`src/hw/rtl/bffa_ram.sv`:
```
module bffa_ram #(
    parameter int WIDTH = 8,
    parameter int DEPTH = 512
) (
    input  logic                     clk,
    input  logic                     we,
    input  logic [$clog2(DEPTH)-1:0] waddr,
    input  logic [WIDTH-1:0]         wdata,
    input  logic [$clog2(DEPTH)-1:0] raddr,
    output logic [WIDTH-1:0]         rdata
);

    logic [WIDTH-1:0] mem [DEPTH];

    always_ff @(posedge clk)
    begin
        if (we)
        begin
            mem[waddr] <= wdata;
        end
        rdata <= mem[raddr];
    end

endmodule

```
`config.mk`:
```
export PLATFORM = sky130hd
export DESIGN_NAME = bffa_ram
export DESIGN_NICKNAME = d
export VERILOG_FILES = /design/src/hw/rtl/bffa_ram.sv
export SDC_FILE = /design/constraint.sdc
export NUM_CORES = 2
export LEC_CHECK = 0
export ABC_AREA = 1
export BUFFER_PORTS_ARGS = -buffer_cell sky130_fd_sc_hd__buf_2
export CAP_MARGIN = 20
export CORE_MARGIN = 4
export CORE_UTILIZATION = 55
export DETAILED_ROUTE_END_ITERATION = 7
export PLACE_DENSITY = 0.7
export SLEW_MARGIN = 20
export SYNTH_ARGS = -nofsm -noshare
export SYNTH_HDL_FRONTEND = slang
export SYNTH_SLANG_ARGS = --single-unit
```
`constraint.sdc`:
```
create_clock -name clk -period 2.9 [get_ports clk]
set_clock_uncertainty 0.15 [all_clocks]
set_input_delay 0.725 -clock clk [delete_from_list [all_inputs] [get_ports clk]]
set_output_delay 0.725 -clock clk [all_outputs]
set_load 0.005 [all_outputs]
```
==> impl_metrics.tcl <==
set metrics [dict create \
    design.core.area_um2 300800 \
    power.static_leakage_nw 70.02 \
    ioPinCount 36 \
    layout.nets 14780 \
    critical_path_arrival_ns 1.89 \
    grt_overflow 0 \
    drt-initial-drc-count 15480 \
    startpoint "rdata[3]" \
    finalCriticalPeriod_ns 2.770 \
    worst-path-max-fanout 4 \
    rsz0062_at_grt "false" \
    dp_slack_ns -0.5877 \
    hold_start "raddr[7]" \
    worst_path_max_delay_cell "dfxtp_1" \
    run_status "complete, no violations" \
    maxClockFrequency_ghz 0.3610 \
    syn-num-nets 13920 \
    dp.final_hpwl_um 294300 \
    finalHoldViolCount 0 \
    antenna_found_initial 22 \
    slew_headroom 0.4229 \
    drt_pass1_iterations 8 \
    synth.ff_latch_count 4104 \
    placement_rows 201 \
    tightest_slew_ns 0.8648 \
    drt_drc_violations_left 0 \
    worstPathRequired_ns 2.03 \
    cpLargestDelayFamily "flip-flops" \
    synthesis.area_per_instance_um2 12.00 \
    power-per-cell-area_nw_per_um2 651.6 \
    final_design_area_no_fill_um2 194200 \
    placement.io_buffers 35 \
    area_growth_syn_to_layout_pct 16.49 \
    setup_viol 0 \
    design.die.area_um2 312000 \
    synthesis.yosys.warnings 0 \
    timing.critical_path.buf_inv 1 \
    finalWeightedCongestion 0.9223 \
    clkSinkCount 4104 \
    route.detailed.wl_per_inst_um 24.70 \
    insertion_delay_ns 0.98 \
    max-cap-violations 0 \
    synth.yosys.seq_area_share 0.7387 \
    die_width_um 558.6 \
    detail-route-antenna-nets 0 \
    synth.lib_cells_used.distinct 16 \
    syn-instance-count 13890 \
    slack_of_the_critical_path_ns 0.1300 \
    die_h_um 558.6 \
    htree_num_levels 5 \
    timing.final.max_slew_violations 0 \
    worstSetupEndpointType "primary output" \
    gr-usage-all-layers 0.2984 \
    cts_tree "done" \
    hp-class "input pin to flop" \
    layout-drive-gt1-share 0.1337 \
    initial_core_util 0.5543 \
    cts_root_buf "clkbuf_16" \
    routed_via_density 6.012 \
    placement.cell_area_um2 180800 \
    vias 114600 \
    routed_wl_um 470700 \
    clk_transition_reported_paths_ns 0.06 \
    synth.cell_area_um2 166700 \
    critPathKind "flop to primary output" \
    num-fill-cells 21520 \
    cts.repair.resized 0 \
    grt_first_pass_wirelength_um 698500 \
    cts_made_buffers 406 \
    first_global_vias 109100 \
    crit_path_launch_type "flop" \
    largest_net_degree_at_the_start_of_global_routing 122 \
    max-vdd-ir-drop_mv 0.5515 \
    rr_startpoint "mem[248][1]" \
    worst_path_largest_cell_delay_ns 0.70 \
    worst_path_cell_trace "buf_2" \
    cts-root-to-sink-buffers 4 \
    min_period_over_period 0.9552 \
]
[cell usage in the layout, fill, tap and decap left out, drive strengths merged, types with 19 or more instances in the layout]
| cell | count |
|---|---|
| buf | 1427 |
| bufinv | 48 |
| clkbuf | 503 |
| clkinv | 171 |
| diode | 19 |
| edfxtp | 4096 |
| inv | 51 |
| nand2 | 4160 |
| nand3 | 4080 |
| nor2 | 514 |
[worst register-to-register path, stage by stage, from the launching register on]
cell and delay, ns:
edfxtp_1 0.35, nand2_1 0.23, nand3_1 0.32, nand3_1 0.25, nand3_1 0.15, nand3_1 0.12, nand3_1 0.07, nand3_1 0.14
buf_4 0.17, nand3_1 0.08, nand3_1 0.12, nand2_1 0.07
[sequential cells by signal (all words and copies together), names as in the netlist]
name   count
rdata      8
mem     4096
[power by group]
part,internal (mW),leakage [nW],switching (mW),total [mW]
combinational,2.50,26.7,5.95,8.45
sequential,65.3,36.9,0.0846,65.4
clock,30.3,6.48,22.4,52.7
total,98.1,70.0,28.4,127
[metrics by stage]
stage	power (mW)	hold WS (ns)	utilization	setup TNS (ns)	std cells
after floorplan	70.64	0.6739	-	0	13890
after global placement	74.77	0.9336	0.6012	-3.661	18290
after detailed placement	74.90	0.9501	0.6012	-3.814	18290
after CTS	126.8	0.03626	0.6455	0	19040
after global routing	130.0	0.06175	0.6457	0	19050
final	126.5	0.09547	0.6457	0	19060
[final timing paths]
| path | endpoint | slack (ns) | cells after the start |
|---|---|---|---|
| worst max register to register | rdata[1] | 0.56 | 11 |
| worst min register to register | rdata[3] | 0.98 | 10 |
| worst max-delay path | rdata[3] | 0.13 | 1 |
| worst min-delay path | rdata[3] | 0.1 | 4 |
[timing repair]
| item | in CTS | in global routing |
|---|---|---|
| buffers inserted | 0 | 0 |
| hold endpoints to repair | 20 | 0 |
| hold buffers | 5 | 0 |
[cell families after synthesis]
logic type,after synthesis,share of synthesized area
flops,4104,0.7387
buf+inv,1022,0.03330
simple gates,8765,0.2280
[synth_stat cells]
master / instances / area [um^2]
inv_4: 2 / 12.51
buf_12: 1 / 20.02
buf_4: 123 / 923.4
inv_2: 3 / 11.26
buf_2: 517 / 2587
edfxtp_1: 4096 / 123000
nand2_1: 4160 / 15610
nor3_1: 11 / 55.05
buf_6: 72 / 810.8
clkbuf_1: 184 / 690.7
buf_1: 82 / 307.8
inv_1: 34 / 127.6
buf_8: 4 / 60.06
nor2_1: 514 / 1929
nand3_1: 4080 / 20420
dfxtp_1: 8 / 160.2
[metal layers]
layer  vias to the layer above  track usage  routed length, um
li1                      51240            -                  -
met1                     55300       0.4059             173500
met2                      6876       0.4671             221200
met3                      1150      0.05745              50740
met4                        20       0.1434              25180
met5                         -            0                149
[layout make-up]
type	instances	area (um^2)	share of cell area
antenna	19	47.55	0.0002448
clock buffer	503	10600	0.05456
clock inverter	237	2698	0.01389
inverter	39	202.7	0.001044
multi-input combinational	8765	38140	0.1964
sequential	4104	123200	0.6341
tap	3958	4952	0.02550
timing repair buffer	1432	14430	0.07427
No activity file was read; power rests on OpenSTA's default activity.
